File: config.mk
export PLATFORM = sky130hd
export DESIGN_NAME = json_string_unescaper_unit_flat
export DESIGN_NICKNAME = d
export VERILOG_FILES = /design/src/sv/jsu_pkg.sv /design/src/sv/jsu_in_if.sv /design/src/sv/jsu_out_if.sv /design/src/sv/json_string_unescaper_unit.sv /design/src/sv/jsu_decode.sv /design/src/sv/jsu_out_buf.sv /design/src/flat_wrapper.sv
export SDC_FILE = /design/constraint.sdc
export NUM_CORES = 1
export LEC_CHECK = 0
export BUFFER_PORTS_ARGS = -buffer_cell sky130_fd_sc_hd__buf_4
export CORE_ASPECT_RATIO = 2
export CORE_MARGIN = 4
export CORE_UTILIZATION = 25
export DETAILED_ROUTE_END_ITERATION = 10
export PLACE_DENSITY_LB_ADDON = 0.25
export SLEW_MARGIN = 20
export SYNTH_ARGS = -nofsm -noshare
export SYNTH_HDL_FRONTEND = slang
export SYNTH_SLANG_ARGS = --single-unit
File: constraint.sdc
create_clock -name clk_i -period 2.9 [get_ports clk_i]
set_clock_uncertainty 0.1 [all_clocks]
set_input_delay 0.87 -clock clk_i [delete_from_list [all_inputs] [get_ports clk_i]]
set_output_delay 0.87 -clock clk_i [all_outputs]
set_load 0.01 [all_outputs]
File: src/sv/jsu_pkg.sv
// Shared types and constants for the JSON string unescaper.
package jsu_pkg;

  // Result status codes carried with every output word.
  typedef enum logic [1:0] {
    ST_BYTE   = 2'd0,
    ST_CLOSED = 2'd1,
    ST_ERROR  = 2'd2
  } status_e;

  // Character codes that steer the decoder.
  localparam logic [7:0] ChQuote     = 8'h22;
  localparam logic [7:0] ChBackslash = 8'h5c;
  localparam logic [7:0] ChSlash     = 8'h2f;
  localparam logic [7:0] ChLowerB    = 8'h62;
  localparam logic [7:0] ChLowerF    = 8'h66;
  localparam logic [7:0] ChLowerN    = 8'h6e;
  localparam logic [7:0] ChLowerR    = 8'h72;
  localparam logic [7:0] ChLowerT    = 8'h74;
  localparam logic [7:0] ChLowerU    = 8'h75;

  // Control bytes produced by the short escapes.
  localparam logic [7:0] CtlBackspace = 8'h08;
  localparam logic [7:0] CtlFormFeed  = 8'h0c;
  localparam logic [7:0] CtlNewLine   = 8'h0a;
  localparam logic [7:0] CtlReturn    = 8'h0d;
  localparam logic [7:0] CtlTab       = 8'h09;

  // UTF-8 encoding limits and lead bytes.
  localparam logic [15:0] Utf8Max1 = 16'h0080;
  localparam logic [15:0] Utf8Max2 = 16'h0800;
  localparam logic [7:0]  Lead2    = 8'hc0;
  localparam logic [7:0]  Lead3    = 8'he0;
  localparam logic [7:0]  ContByte = 8'h80;
  localparam logic [7:0]  ContMask = 8'h3f;

  // Most result words one input word can cause.
  localparam int unsigned MaxResults = 3;

  // One result word.
  typedef struct packed {
    logic [7:0] data;
    status_e    status;
  } result_t;

  // All result words caused by one input word, with their count.
  typedef struct packed {
    result_t [MaxResults-1:0] res;
    logic [1:0]               count;
  } bundle_t;

endpackage

File: src/sv/jsu_in_if.sv
// Input channel: one raw byte or end-of-stream mark per word.
interface jsu_in_if;
  logic       valid;
  logic       ready;
  logic       kind;
  logic [7:0] in_byte;

  modport source (output valid, output kind, output in_byte, input ready);
  modport sink (input valid, input kind, input in_byte, output ready);
endinterface

File: src/sv/jsu_out_if.sv
// Output channel: one decoded byte or status word per word.
interface jsu_out_if;
  logic              valid;
  logic              ready;
  logic [7:0]        out_byte;
  jsu_pkg::status_e  status;
  logic              last;

  modport source (output valid, output out_byte, output status, output last, input ready);
  modport sink (input valid, input out_byte, input status, input last, output ready);
endinterface

File: src/sv/json_string_unescaper_unit.sv
// Top level of the JSON string unescaper: input register, decoder and result register.
//
// The unit decodes quoted JSON strings from a byte stream: it takes one input word per clock
// while the result register has room, and returns one word per decoded byte, a closed word
// at the closing quote, or an error word. An input word is registered, decoded
// combinationally, and its result words (none, one, or up to three for a \u escape that
// needs three UTF-8 bytes) sit in a result register that hands out one word per cycle
// while the output is ready. Plain text streams through the input register and then the
// result register; a word with results waits until the register has sent out all earlier ones.
// Words that yield nothing (opening quote, backslash, \u, first three hex digits) skip the output.
module json_string_unescaper_unit (
  input  logic      clk_i,
  input  logic      rst_ni,
  jsu_in_if.sink    in_i,
  jsu_out_if.source out_o
);

  logic             in_vld_q;
  logic             kind_q;
  logic [7:0]       byte_q;
  jsu_pkg::bundle_t bundle;
  logic             buf_free;
  logic             consume;
  logic             load;

  // The registered word moves on when its results fit in the result register.
  assign consume  = in_vld_q && ((bundle.count == 2'd0) || buf_free);
  assign load     = consume && (bundle.count != 2'd0);
  assign in_i.ready = !in_vld_q || consume;

  // Input payload register.
  always_ff @(posedge clk_i) begin
    if (in_i.valid && in_i.ready) begin
      kind_q <= in_i.kind;
      byte_q <= in_i.in_byte;
    end
  end

  // Input occupancy.
  always_ff @(posedge clk_i or negedge rst_ni) begin
    if (!rst_ni) begin
      in_vld_q <= 1'b0;
    end else if (in_i.ready) begin
      in_vld_q <= in_i.valid;
    end
  end

  jsu_decode u_decode (
    .clk_i     (clk_i),
    .rst_ni    (rst_ni),
    .consume_i (consume),
    .kind_i    (kind_q),
    .in_byte_i (byte_q),
    .bundle_o  (bundle)
  );

  jsu_out_buf u_out_buf (
    .clk_i    (clk_i),
    .rst_ni   (rst_ni),
    .load_i   (load),
    .bundle_i (bundle),
    .free_o   (buf_free),
    .out_o    (out_o)
  );

  a_hold_input: assert property (@(posedge clk_i) disable iff (!rst_ni)
    (in_vld_q && !consume) |=> (in_vld_q && $stable(byte_q) && $stable(kind_q)))
    else $error("registered input word lost before it was decoded");

endmodule

File: src/sv/jsu_decode.sv
// Decoder state and combinational decode of one input word into its result words.
module jsu_decode (
  input  logic             clk_i,
  input  logic             rst_ni,
  input  logic             consume_i,
  input  logic             kind_i,
  input  logic [7:0]       in_byte_i,
  output jsu_pkg::bundle_t bundle_o
);

  typedef enum logic [1:0] {
    MODE_WAIT = 2'd0,
    MODE_TEXT = 2'd1,
    MODE_ESC  = 2'd2,
    MODE_HEX  = 2'd3
  } mode_e;

  mode_e       mode_q, mode_d;
  logic [1:0]  hex_count_q, hex_count_d;
  logic [15:0] code_point_q, code_point_d;
  logic        bad_hex_q, bad_hex_d;

  logic [3:0]  hex_val;
  logic        hex_ok;
  logic [15:0] cp_next;

  // Hex digit value; a non-hex character counts as zero and is flagged.
  always_comb begin
    hex_ok  = 1'b0;
    hex_val = 4'd0;
    if (in_byte_i inside {[8'h30:8'h39]}) begin
      hex_ok  = 1'b1;
      hex_val = in_byte_i[3:0];
    end else if (in_byte_i inside {[8'h61:8'h66], [8'h41:8'h46]}) begin
      hex_ok  = 1'b1;
      hex_val = 4'({1'b0, in_byte_i[2:0]} + 4'd9);
    end
  end

  assign cp_next = {code_point_q[11:0], hex_val};

  // Next state and result words.
  always_comb begin
    mode_d       = mode_q;
    hex_count_d  = hex_count_q;
    code_point_d = code_point_q;
    bad_hex_d    = bad_hex_q;
    bundle_o     = '0;

    if (kind_i) begin
      bundle_o.res[0].status = jsu_pkg::ST_ERROR;
      bundle_o.count         = 2'd1;
      mode_d                 = MODE_WAIT;
    end else begin
      case (mode_q)
        MODE_WAIT: begin
          if (in_byte_i == jsu_pkg::ChQuote) begin
            mode_d = MODE_TEXT;
          end else begin
            bundle_o.res[0].status = jsu_pkg::ST_ERROR;
            bundle_o.count         = 2'd1;
          end
        end
        MODE_TEXT: begin
          if (in_byte_i == jsu_pkg::ChQuote) begin
            bundle_o.res[0].status = jsu_pkg::ST_CLOSED;
            bundle_o.count         = 2'd1;
            mode_d                 = MODE_WAIT;
          end else if (in_byte_i == jsu_pkg::ChBackslash) begin
            mode_d = MODE_ESC;
          end else begin
            bundle_o.res[0].data   = in_byte_i;
            bundle_o.res[0].status = jsu_pkg::ST_BYTE;
            bundle_o.count         = 2'd1;
          end
        end
        MODE_ESC: begin
          mode_d                 = MODE_TEXT;
          bundle_o.res[0].status = jsu_pkg::ST_BYTE;
          bundle_o.count         = 2'd1;
          case (in_byte_i)
            jsu_pkg::ChLowerB: bundle_o.res[0].data = jsu_pkg::CtlBackspace;
            jsu_pkg::ChLowerF: bundle_o.res[0].data = jsu_pkg::CtlFormFeed;
            jsu_pkg::ChLowerN: bundle_o.res[0].data = jsu_pkg::CtlNewLine;
            jsu_pkg::ChLowerR: bundle_o.res[0].data = jsu_pkg::CtlReturn;
            jsu_pkg::ChLowerT: bundle_o.res[0].data = jsu_pkg::CtlTab;
            jsu_pkg::ChQuote, jsu_pkg::ChSlash, jsu_pkg::ChBackslash:
              bundle_o.res[0].data = in_byte_i;
            jsu_pkg::ChLowerU: begin
              bundle_o.count = 2'd0;
              mode_d         = MODE_HEX;
              hex_count_d    = 2'd0;
              code_point_d   = '0;
              bad_hex_d      = 1'b0;
            end
            default: begin
              bundle_o.res[0].status = jsu_pkg::ST_ERROR;
              mode_d                 = MODE_WAIT;
            end
          endcase
        end
        default: begin
          // Gathering the four hex digits of a \u escape.
          code_point_d = cp_next;
          if (!hex_ok) begin
            bad_hex_d = 1'b1;
          end
          if (hex_count_q != 2'd3) begin
            hex_count_d = 2'(hex_count_q + 2'd1);
          end else begin
            hex_count_d = 2'd0;
            mode_d      = MODE_TEXT;
            bad_hex_d   = 1'b0;
            if (bad_hex_q || !hex_ok) begin
              bundle_o.res[0].status = jsu_pkg::ST_ERROR;
              bundle_o.count         = 2'd1;
              mode_d                 = MODE_WAIT;
            end else if (cp_next < jsu_pkg::Utf8Max1) begin
              bundle_o.res[0].data = cp_next[7:0];
              bundle_o.count       = 2'd1;
            end else if (cp_next < jsu_pkg::Utf8Max2) begin
              bundle_o.res[0].data = jsu_pkg::Lead2 | {3'b000, cp_next[10:6]};
              bundle_o.res[1].data = jsu_pkg::ContByte | (cp_next[7:0] & jsu_pkg::ContMask);
              bundle_o.count       = 2'd2;
            end else begin
              bundle_o.res[0].data = jsu_pkg::Lead3 | {4'b0000, cp_next[15:12]};
              bundle_o.res[1].data = jsu_pkg::ContByte | {2'b00, cp_next[11:6]};
              bundle_o.res[2].data = jsu_pkg::ContByte | (cp_next[7:0] & jsu_pkg::ContMask);
              bundle_o.count       = 2'd3;
            end
          end
        end
      endcase
    end
  end

  // Decoder state advances once per consumed input word.
  always_ff @(posedge clk_i or negedge rst_ni) begin
    if (!rst_ni) begin
      mode_q       <= MODE_WAIT;
      hex_count_q  <= 2'd0;
      code_point_q <= '0;
      bad_hex_q    <= 1'b0;
    end else if (consume_i) begin
      mode_q       <= mode_d;
      hex_count_q  <= hex_count_d;
      code_point_q <= code_point_d;
      bad_hex_q    <= bad_hex_d;
    end
  end

  // A \u escape always starts gathering from a clean digit count.
  a_hex_start_clean: assert property (@(posedge clk_i) disable iff (!rst_ni)
    (consume_i && !kind_i && (mode_q == MODE_ESC) && (in_byte_i == jsu_pkg::ChLowerU))
    |=> ((mode_q == MODE_HEX) && (hex_count_q == 2'd0) && !bad_hex_q))
    else $error("unicode escape did not start from a clean digit count");

endmodule

File: src/sv/jsu_out_buf.sv
// Result register holding the words of one input and handing them out one at a time.
module jsu_out_buf (
  input  logic             clk_i,
  input  logic             rst_ni,
  input  logic             load_i,
  input  jsu_pkg::bundle_t bundle_i,
  output logic             free_o,
  jsu_out_if.source        out_o
);

  jsu_pkg::bundle_t bund_q;
  logic             valid_q;
  logic [1:0]       idx_q;
  jsu_pkg::result_t cur;
  logic             is_last;
  logic             fire;

  // Select the word at the current position.
  always_comb begin
    case (idx_q)
      2'd0:    cur = bund_q.res[0];
      2'd1:    cur = bund_q.res[1];
      2'd2:    cur = bund_q.res[2];
      default: cur = bund_q.res[0];
    endcase
  end

  assign is_last = (2'(idx_q + 2'd1) == bund_q.count);
  assign fire    = valid_q && out_o.ready;
  assign free_o  = !valid_q || (fire && is_last);

  assign out_o.valid    = valid_q;
  assign out_o.out_byte = cur.data;
  assign out_o.status   = cur.status;
  assign out_o.last     = is_last;

  // Payload loads with each new set of words.
  always_ff @(posedge clk_i) begin
    if (load_i) begin
      bund_q <= bundle_i;
    end
  end

  // Occupancy and position within the current set.
  always_ff @(posedge clk_i or negedge rst_ni) begin
    if (!rst_ni) begin
      valid_q <= 1'b0;
      idx_q   <= 2'd0;
    end else if (load_i) begin
      valid_q <= 1'b1;
      idx_q   <= 2'd0;
    end else if (fire) begin
      if (is_last) begin
        valid_q <= 1'b0;
        idx_q   <= 2'd0;
      end else begin
        idx_q <= 2'(idx_q + 2'd1);
      end
    end
  end

  a_load_when_free: assert property (@(posedge clk_i) disable iff (!rst_ni)
    load_i |-> free_o)
    else $error("result register overwritten while words remain");

  a_count_nonzero: assert property (@(posedge clk_i) disable iff (!rst_ni)
    valid_q |-> (bund_q.count != 2'd0))
    else $error("result register holds an empty set");

  a_idx_in_range: assert property (@(posedge clk_i) disable iff (!rst_ni)
    valid_q |-> (idx_q < bund_q.count))
    else $error("result position past the end of the set");

endmodule

File: src/flat_wrapper.sv
// flat-port wrapper written by rule: the top's interface ports become plain ports
module json_string_unescaper_unit_flat 
  (clk_i, rst_ni, in_i_valid, in_i_kind, in_i_in_byte, in_i_ready, out_o_valid, out_o_out_byte, out_o_status, out_o_last, out_o_ready);
  jsu_in_if in_i_i ();
  jsu_out_if out_o_i ();
  input  logic clk_i;
  input  logic rst_ni;
  input wire logic [$bits(in_i_i.valid)-1:0] in_i_valid;
  input wire logic [$bits(in_i_i.kind)-1:0] in_i_kind;
  input wire logic [$bits(in_i_i.in_byte)-1:0] in_i_in_byte;
  output wire logic [$bits(in_i_i.ready)-1:0] in_i_ready;
  output wire logic [$bits(out_o_i.valid)-1:0] out_o_valid;
  output wire logic [$bits(out_o_i.out_byte)-1:0] out_o_out_byte;
  output wire logic [$bits(out_o_i.status)-1:0] out_o_status;
  output wire logic [$bits(out_o_i.last)-1:0] out_o_last;
  input wire logic [$bits(out_o_i.ready)-1:0] out_o_ready;
  assign in_i_i.valid = in_i_valid;
  assign in_i_i.kind = in_i_kind;
  assign in_i_i.in_byte = in_i_in_byte;
  assign in_i_ready = in_i_i.ready;
  assign out_o_valid = out_o_i.valid;
  assign out_o_out_byte = out_o_i.out_byte;
  assign out_o_status = out_o_i.status;
  assign out_o_last = out_o_i.last;
  assign out_o_i.ready = out_o_ready;
  json_string_unescaper_unit u_core (.clk_i(clk_i), .rst_ni(rst_ni), .in_i(in_i_i), .out_o(out_o_i));
endmodule
== After elaboration in Yosys (flattened, before gate mapping) ==
Cells that the tools add are included.
Word-level totals
  bits in registers: 58
  output and inout port bits: 13
Cells by class
  equal/unequal tests: 20
  add/subtract/negate cells: 3
  bitwise gates (word level): 2
  multiplexer cells: 48
  reduce and logical (&&, ||, !) cells: 31
  magnitude comparators: 8
Operators by type and width (number)
  $eq A8 B7 Y1 const B: 7
  $pmux W8 S6: 1
  $mux W12: 3
  $mux W8: 4
  $mux W2: 15
  $pmux W12 S2: 1
  $pmux W8 S3: 1
  $pmux W10 S2: 1
  $eq A8 B6 Y1 const B: 2
  $ge A8 B7 Y1 const B: 2
  $le A8 B7 Y1 const B: 2
  $lt A16 B12 Y1 const B: 1
  $lt A16 B8 Y1 const B: 1
  $mux W4: 4
  $reduce_or A8 Y1: 2
  $mux W6: 2
  $pmux W4 S3: 1
  $mux W1: 11
  $reduce_or A9 Y1: 1
  $ge A8 B6 Y1 const B: 1
  $le A8 B6 Y1 const B: 1
  $logic_and A1 B1 Y1: 8
  $pmux W2 S2: 2
  $reduce_and A4 Y1: 2
  22 further kinds: 36

== Longest topological paths before layout ==
  word-level depth: 18
  depth in mapped cells: 10
  mapped depth without buffers: 8

== By module ==
A second synthesis with hierarchy kept.
Unflattened totals
  cells, all modules: 349
  area total of the unflattened synthesis: 3599.7 um2
Modules (own cells, without submodules)
  jsu_decode: area an instance 1924.3 um2, instances 1, cells each 247
  jsu_out_buf: area an instance 1335.0 um2, instances 1, cells each 86
  json_string_unescaper_unit: area an instance 340.3 um2, instances 1, cells each 16

== Worst setup path after synthesis ==
Ideal clock, no wire load.
  kind: register to register
  from: register u_core.byte_q[0]
  to: register u_core.u_out_buf.bund_q[0] (netlist bit), enable pin
  required time: 2.391 ns
  library setup time: 0.409 ns
  path slack: -0.169 ns
  stages on the path, launching flop included: 8
  arrival: 2.560 ns
  clock period less this slack: 3.069 ns
  buffers on the path: 0
  cells stage by stage: edfxtp_1 -> inv_1 -> ha_1 -> or3b_2 -> o21ai_1 -> a31oi_1 -> o21ai_1 -> nor2_1
Between the ends
  word-level cells in the longest chain between the ends: 16
  elaborated cells on any way between the ends: 37
  classes of those cells: add/sub (1); order compare (8); eq/ne (3); mux (14); reduce/logical (11)
RTL lines
  start: declaration: RTL line json_string_unescaper_unit.sv:20  | logic [7:0] byte_q;
  start signal: assignment: RTL line json_string_unescaper_unit.sv:35  | byte_q <= in_i.in_byte;
  $ge A8 B7 Y1 or $le A8 B7 Y1 (tied branches): RTL line jsu_decode.sv:34  | end else if (in_byte_i inside {[8'h61:8'h66], [8'h41:8'h46]}) begin
  $logic_and A1 B1 Y1: RTL line jsu_decode.sv:34
  $reduce_bool A2 Y1: RTL line jsu_decode.sv:34
  $mux W4: RTL line jsu_decode.sv:34
  $mux W4: RTL line jsu_decode.sv:31  | if (in_byte_i inside {[8'h30:8'h39]}) begin
  $lt A16 B12 Y1: RTL line jsu_decode.sv:121  | end else if (cp_next < jsu_pkg::Utf8Max2) begin
  $mux W1: RTL line jsu_decode.sv:121
  $mux W2: RTL line jsu_decode.sv:118  | end else if (cp_next < jsu_pkg::Utf8Max1) begin
  $mux W2: RTL line jsu_decode.sv:114  | if (bad_hex_q || !hex_ok) begin
  $mux W12: RTL line jsu_decode.sv:108  | if (hex_count_q != 2'd3) begin
  $pmux W4 S3 *: RTL line jsu_decode.sv:55  | case (mode_q)
  $mux W2 *: RTL line jsu_decode.sv:50  | if (kind_i) begin
  $logic_not A2 Y1: RTL line json_string_unescaper_unit.sv:27  | assign consume = in_vld_q && ((bundle.count == 2'd0) || buf_free);
  $logic_or A1 B1 Y1: RTL line json_string_unescaper_unit.sv:27
  $logic_and A1 B1 Y1: RTL line json_string_unescaper_unit.sv:27
  $logic_and A1 B1 Y1 *: RTL line json_string_unescaper_unit.sv:28  | assign load = consume && (bundle.count != 2'd0);
  named net u_core.load: RTL line json_string_unescaper_unit.sv:24  | logic load;
  end signal: assignment: RTL line jsu_out_buf.sv:40  | bund_q <= bundle_i;
  end: declaration: RTL line jsu_out_buf.sv:11  | jsu_pkg::bundle_t bund_q;
Mark *: on every way through the listed nets, which the timed path passes. The rest lies on a longest branch.
A chain may end at the register's enable or synchronous reset.

== Worst setup path after layout ==
  from: register u_core.byte_q[0]
  to: output port in_i_ready
Between the ends
  word-level cells in the longest chain between the ends: 16
  elaborated cells on any way between the ends: 36
  classes of those cells: add/sub (1); order compare (8); eq/ne (3); mux (14); reduce/logical (10)
RTL lines
  $ge A8 B7 Y1 or $le A8 B7 Y1 (tied branches): RTL line jsu_decode.sv:34
  $logic_and A1 B1 Y1: RTL line jsu_decode.sv:34
  $reduce_bool A2 Y1: RTL line jsu_decode.sv:34
  $mux W4: RTL line jsu_decode.sv:34
  $mux W4: RTL line jsu_decode.sv:31
  $lt A16 B12 Y1: RTL line jsu_decode.sv:121
  $mux W1: RTL line jsu_decode.sv:121
  $mux W2: RTL line jsu_decode.sv:118
  $mux W2: RTL line jsu_decode.sv:114
  $mux W12: RTL line jsu_decode.sv:108
  $pmux W4 S3 *: RTL line jsu_decode.sv:55
  $mux W2 *: RTL line jsu_decode.sv:50
  $logic_not A2 Y1 *: RTL line json_string_unescaper_unit.sv:27
  $logic_or A1 B1 Y1 *: RTL line json_string_unescaper_unit.sv:27
  $logic_and A1 B1 Y1 *: RTL line json_string_unescaper_unit.sv:27
  $logic_or A1 B1 Y1 *: RTL line json_string_unescaper_unit.sv:29  | assign in_i.ready = !in_vld_q || consume;
  end: declaration: RTL line flat_wrapper.sv:11  | output wire logic [$bits(in_i_i.ready)-1:0] in_i_ready;
Every way passes the cells marked *; elsewhere a longest branch is shown, timed or not.

==> out/results.txt <==
The run finished, with violations left. The checks that failed: negative setup slack. Before antenna repair, the detailed router went through 4 iterations.

Prior to clock tree synthesis, the placed netlist has a worst setup slack of 0.0472 ns. For flop-to-flop paths, the worst setup slack is 0.22 ns. On the worst path, the slowest cell contributes a delay of 0.40 ns. The signal on the critical path passes through inv_2 > ha_4 > or3b_4 > o21ai_4 > a31oi_4 > o21ai_2 > or2_4 > buf_6. The critical path required time is 1.93 ns, and the clock slew at the register clock pins of the worst setup and hold paths is 0.07 ns.

The routed design has 8300 um of wire. The run gives 0 as the hold violation count in the final report. Area of all sequential standard cells: 1580 um2.

The proportion of layout cells with a drive suffix above 1 was 0.263. Together, buffers and inverters on the worst path number 2. The logs give 1.55 nW for the leakage power figure and 5 for the CTS buffer count.

After routing, the total negative slack on setup checks comes to -0.0906 ns. The run gives 0.431 as the normalized max-slew margin. The mean area per synthesized cell works out to 10.5 um2. The initial cell density of the core was 0.255.

In this run the remaining antenna-violating nets after routing total 0. The total congestion overflow after global routing is 0, and the cell area after synthesis is 3110 um2. The share of the cycle needed by the critical path after routing was 1.03; the final standard cell utilization of the core was 0.324. Hold is met by 0.344 ns.

The tools report the total global routing track utilization as 0.119. The run gives 27 as the pin count of the biggest net entering global routing. The least setup slack across all paths after layout is -0.0906 ns, and the TritonCTS sink count is 56. TritonCTS built the clock tree. Final critical path time including I/O delays and setup: 2.99 ns. After detailed routing, no signal wire sits above met4. The total DRC errors in the routed layout was 0. The routed via count divided by cell count was 5.04. The final routed wire length divided by cell count was 16.6 um; the die span in x was 86.8 um. For the synthesized instance count, the log shows 295. The layout has 1,227 filler cells.

In this run, synthesis inferred 35 flip-flops with an integrated enable. The tools report the via count of the first global-routing pass as 2,560. STA classifies the critical path startpoint as a flip-flop. Port buffering added 25 buffers.

Pin placement for this block handled 26 I/O pins. Worst-case clock buffer depth: 2. For this design, the CTS-stage hold fixing added 0 buffers.

For this block, wires on met1 add up to 2820 um. The multi-input combinational cells in the finished layout cover a total of 1530 um2. Final count of pins violating max slew: 0.

The cell class contributing the biggest share of worst-path delay was simple AND/OR/NAND/NOR gates. At the end of routability-driven placement, the weighted congestion stood at 0.844. The clock insertion delay at the later pin of the skew report came out at 0.30 ns.

Setup repair after global routing could not meet its margin everywhere. Derived from the worst setup path, the maximum achievable clock frequency is 334 MHz. STA classifies the critical path endpoint as an output pin. Counting every net in the synthesized netlist gives 319. The tools report the number of distinct library cells after synthesis as 58.

The number of nets in the layout is 376. Counting tap cells, the placed design contains a total of 484 instances. The total setup violations reported at the end of the flow is 1, and the actual slew at the worst max-slew pin is 0.843 ns. The number of H-tree branching levels is 2, and the number of cell rows is 57. The number of standard cells in the layout, taps in and fillers out is 500. The most used flip-flop cell after synthesis is sky130_fd_sc_hd__edfxtp_1.

Arrival time reported for the critical path endpoint: 2.02 ns. The critical path is of the reg -> out type. The run gives 0.507 as the register area share after synthesis. Clock tree synthesis selected as its root buffer the cell sky130_fd_sc_hd__clkbuf_16. The Yosys step of the flow raised 0 warnings.

Wire segments on met3 add up to 274 um in the final route. The total of flip-flops plus latches after synthesis is 56, and the count of routing violations after the opening detailed-route iteration is 132. Across the run, the number of max-cap violations was 0.

Summed over all nets, wire length on met2 after detailed routing comes to 4850 um. Power spread over the standard cell area amounts to 863 nW/um2. The floorplan die area was 14,400 um2. The run gives 0.000506 V as the worst-case vdd ir drop.

The die is 166 um tall. The area overhead of the layout relative to synthesis came out at 27.3%. In this run the standard cell core region covers 12,200 um2. Of all nets on the critical path, the largest fanout is 3. The routed layout has 2,522 vias. The master of the slowest instance on the critical path was sky130_fd_sc_hd__edfxtp_1. Antenna diode count: 0. The tightest min-delay check is of the in -> async type. The number of antenna violations at the first check in global routing came out at 0. The wire length of the first global-routing pass is 13,200 um. The share of synthesized flip-flops with an asynchronous set or reset was 0.375; the estimated wirelength of the detail-placed design was 6500 um.
[final cells by class]
| cell class | instances | area share |
|---|---|---|
| well taps | 147 | 0.0465 |
| clock buffers | 5 | 0.0316 |
| flip-flops and latches | 56 | 0.399 |
| inverters | 9 | 0.00854 |
| repair buffers | 62 | 0.122 |
| clock inverters | 3 | 0.00538 |
| multi-input cells | 218 | 0.388 |
[registers in the layout, indices dropped and copies added, names as in the netlist]
name                          cells
u_core.kind_q                     1
u_core.in_vld_q                   1
u_core.u_decode.hex_count_q       2
u_core.u_out_buf.out_o.valid      1
u_core.u_decode.mode_q            2
u_core.u_decode.code_point_q     12
u_core.u_out_buf.idx_q            2
u_core.byte_q                     8
u_core.u_out_buf.bund_q          26
u_core.u_decode.bad_hex_q         1
[synthesized netlist by cell type, types with 5 or more instances]
library cell,instances,share of area
sky130_fd_sc_hd__a22o_1,14,0.039
sky130_fd_sc_hd__inv_1,8,0.0097
sky130_fd_sc_hd__o22ai_1,9,0.018
sky130_fd_sc_hd__a22oi_1,9,0.022
sky130_fd_sc_hd__dfrtp_1,21,0.17
sky130_fd_sc_hd__ha_1,11,0.044
sky130_fd_sc_hd__clkbuf_1,10,0.012
sky130_fd_sc_hd__nor3_1,8,0.013
sky130_fd_sc_hd__o21ai_0,13,0.021
sky130_fd_sc_hd__nor2_1,25,0.030
sky130_fd_sc_hd__a21oi_1,11,0.018
sky130_fd_sc_hd__and2_1,13,0.026
sky130_fd_sc_hd__edfxtp_1,35,0.34
sky130_fd_sc_hd__nand3_1,7,0.011
sky130_fd_sc_hd__nand2b_1,5,0.010
sky130_fd_sc_hd__o21ai_1,8,0.013
sky130_fd_sc_hd__nand2_1,28,0.034
[repair_timing]
action	CTS	global route
pin swaps	5	5
setup endpoints to repair	1	1
buffers inserted	4	4
gates resized for setup	10	5
cloned	0	0
[path summary, 6_finish.rpt]
path / from / end / cells after the start
max in group asynchronous: rst_ni / u_core.u_decode.code_point_q[1] / 1
worst max-delay path: u_core.byte_q[0] / in_i_ready / 8
worst min-delay path: rst_ni / u_core.u_out_buf.idx_q[0] / 1
worst min register to register: u_core.u_decode.bad_hex_q / u_core.u_decode.bad_hex_q / 1
min in group clk_i: u_core.u_decode.bad_hex_q / u_core.u_decode.bad_hex_q / 1
worst max register to register: u_core.byte_q[7] / u_core.u_out_buf.bund_q[26] / 7
[worst reg2reg max path, cell delays in order, from the launching register on]
cell and delay, ns:
sky130_fd_sc_hd__edfxtp_1 0.39, sky130_fd_sc_hd__buf_4 0.18, sky130_fd_sc_hd__or4b_4 0.58, sky130_fd_sc_hd__nor3_4 0.26, sky130_fd_sc_hd__o21bai_2 0.12, sky130_fd_sc_hd__nor3b_4 0.32, sky130_fd_sc_hd__nor4b_4 0.41, sky130_fd_sc_hd__and2_1 0.19
[stage by stage]
step	total power, W	cell area [um2]
floorplan	0.00207	3120
global placement	0.00267	3660
detailed placement	0.00269	3660
CTS	0.00339	3890
global route	0.00365	3960
finish	0.00341	3960
[placed cells by master, fill, tap and decap left out, drive strengths merged, types with 7 or more instances in the layout]
| cell | n |
|---|---|
| a21oi | 11 |
| a22o | 14 |
| a22oi | 9 |
| and2 | 13 |
| buf | 62 |
| dfrtp | 21 |
| edfxtp | 35 |
| ha | 11 |
| inv | 10 |
| nand2 | 28 |
| nand3 | 7 |
| nor2 | 25 |
| nor3 | 9 |
| o21ai | 21 |
| o22ai | 9 |
[report_power, final]
part	switching (W)	total (W)	internal, W	leakage, nW
Combinational	0.000854	0.00156	0.000709	0.874
Sequential	0.000106	0.00124	0.00113	0.605
Clock	0.000290	0.000613	0.000322	0.0702
Total	0.00125	0.00341	0.00216	1.55
[layer usage]
| layer | global-route usage | vias to the layer above |
|---|---|---|
| li1 | - | 1229 |
| met1 | 0.120 | 1202 |
| met2 | 0.227 | 69 |
| met3 | 0.0164 | 22 |
| met4 | 0.0604 | 0 |
| met5 | 0 | - |
[cell families (layout without fill, tap and decap cells)]
family	count (synthesis)	in the layout	synth area share
adders and majority gates	11	11	0.0443
and+or+nand+nor	114	114	0.209
AOI/OAI and AO/OA	90	90	0.204
muxes	1	1	0.00322
buffers and inverters	21	79	0.0262
xor gates and xnor gates	2	2	0.00564
DFF	56	56	0.507
(Power assumes the default switching activity.)
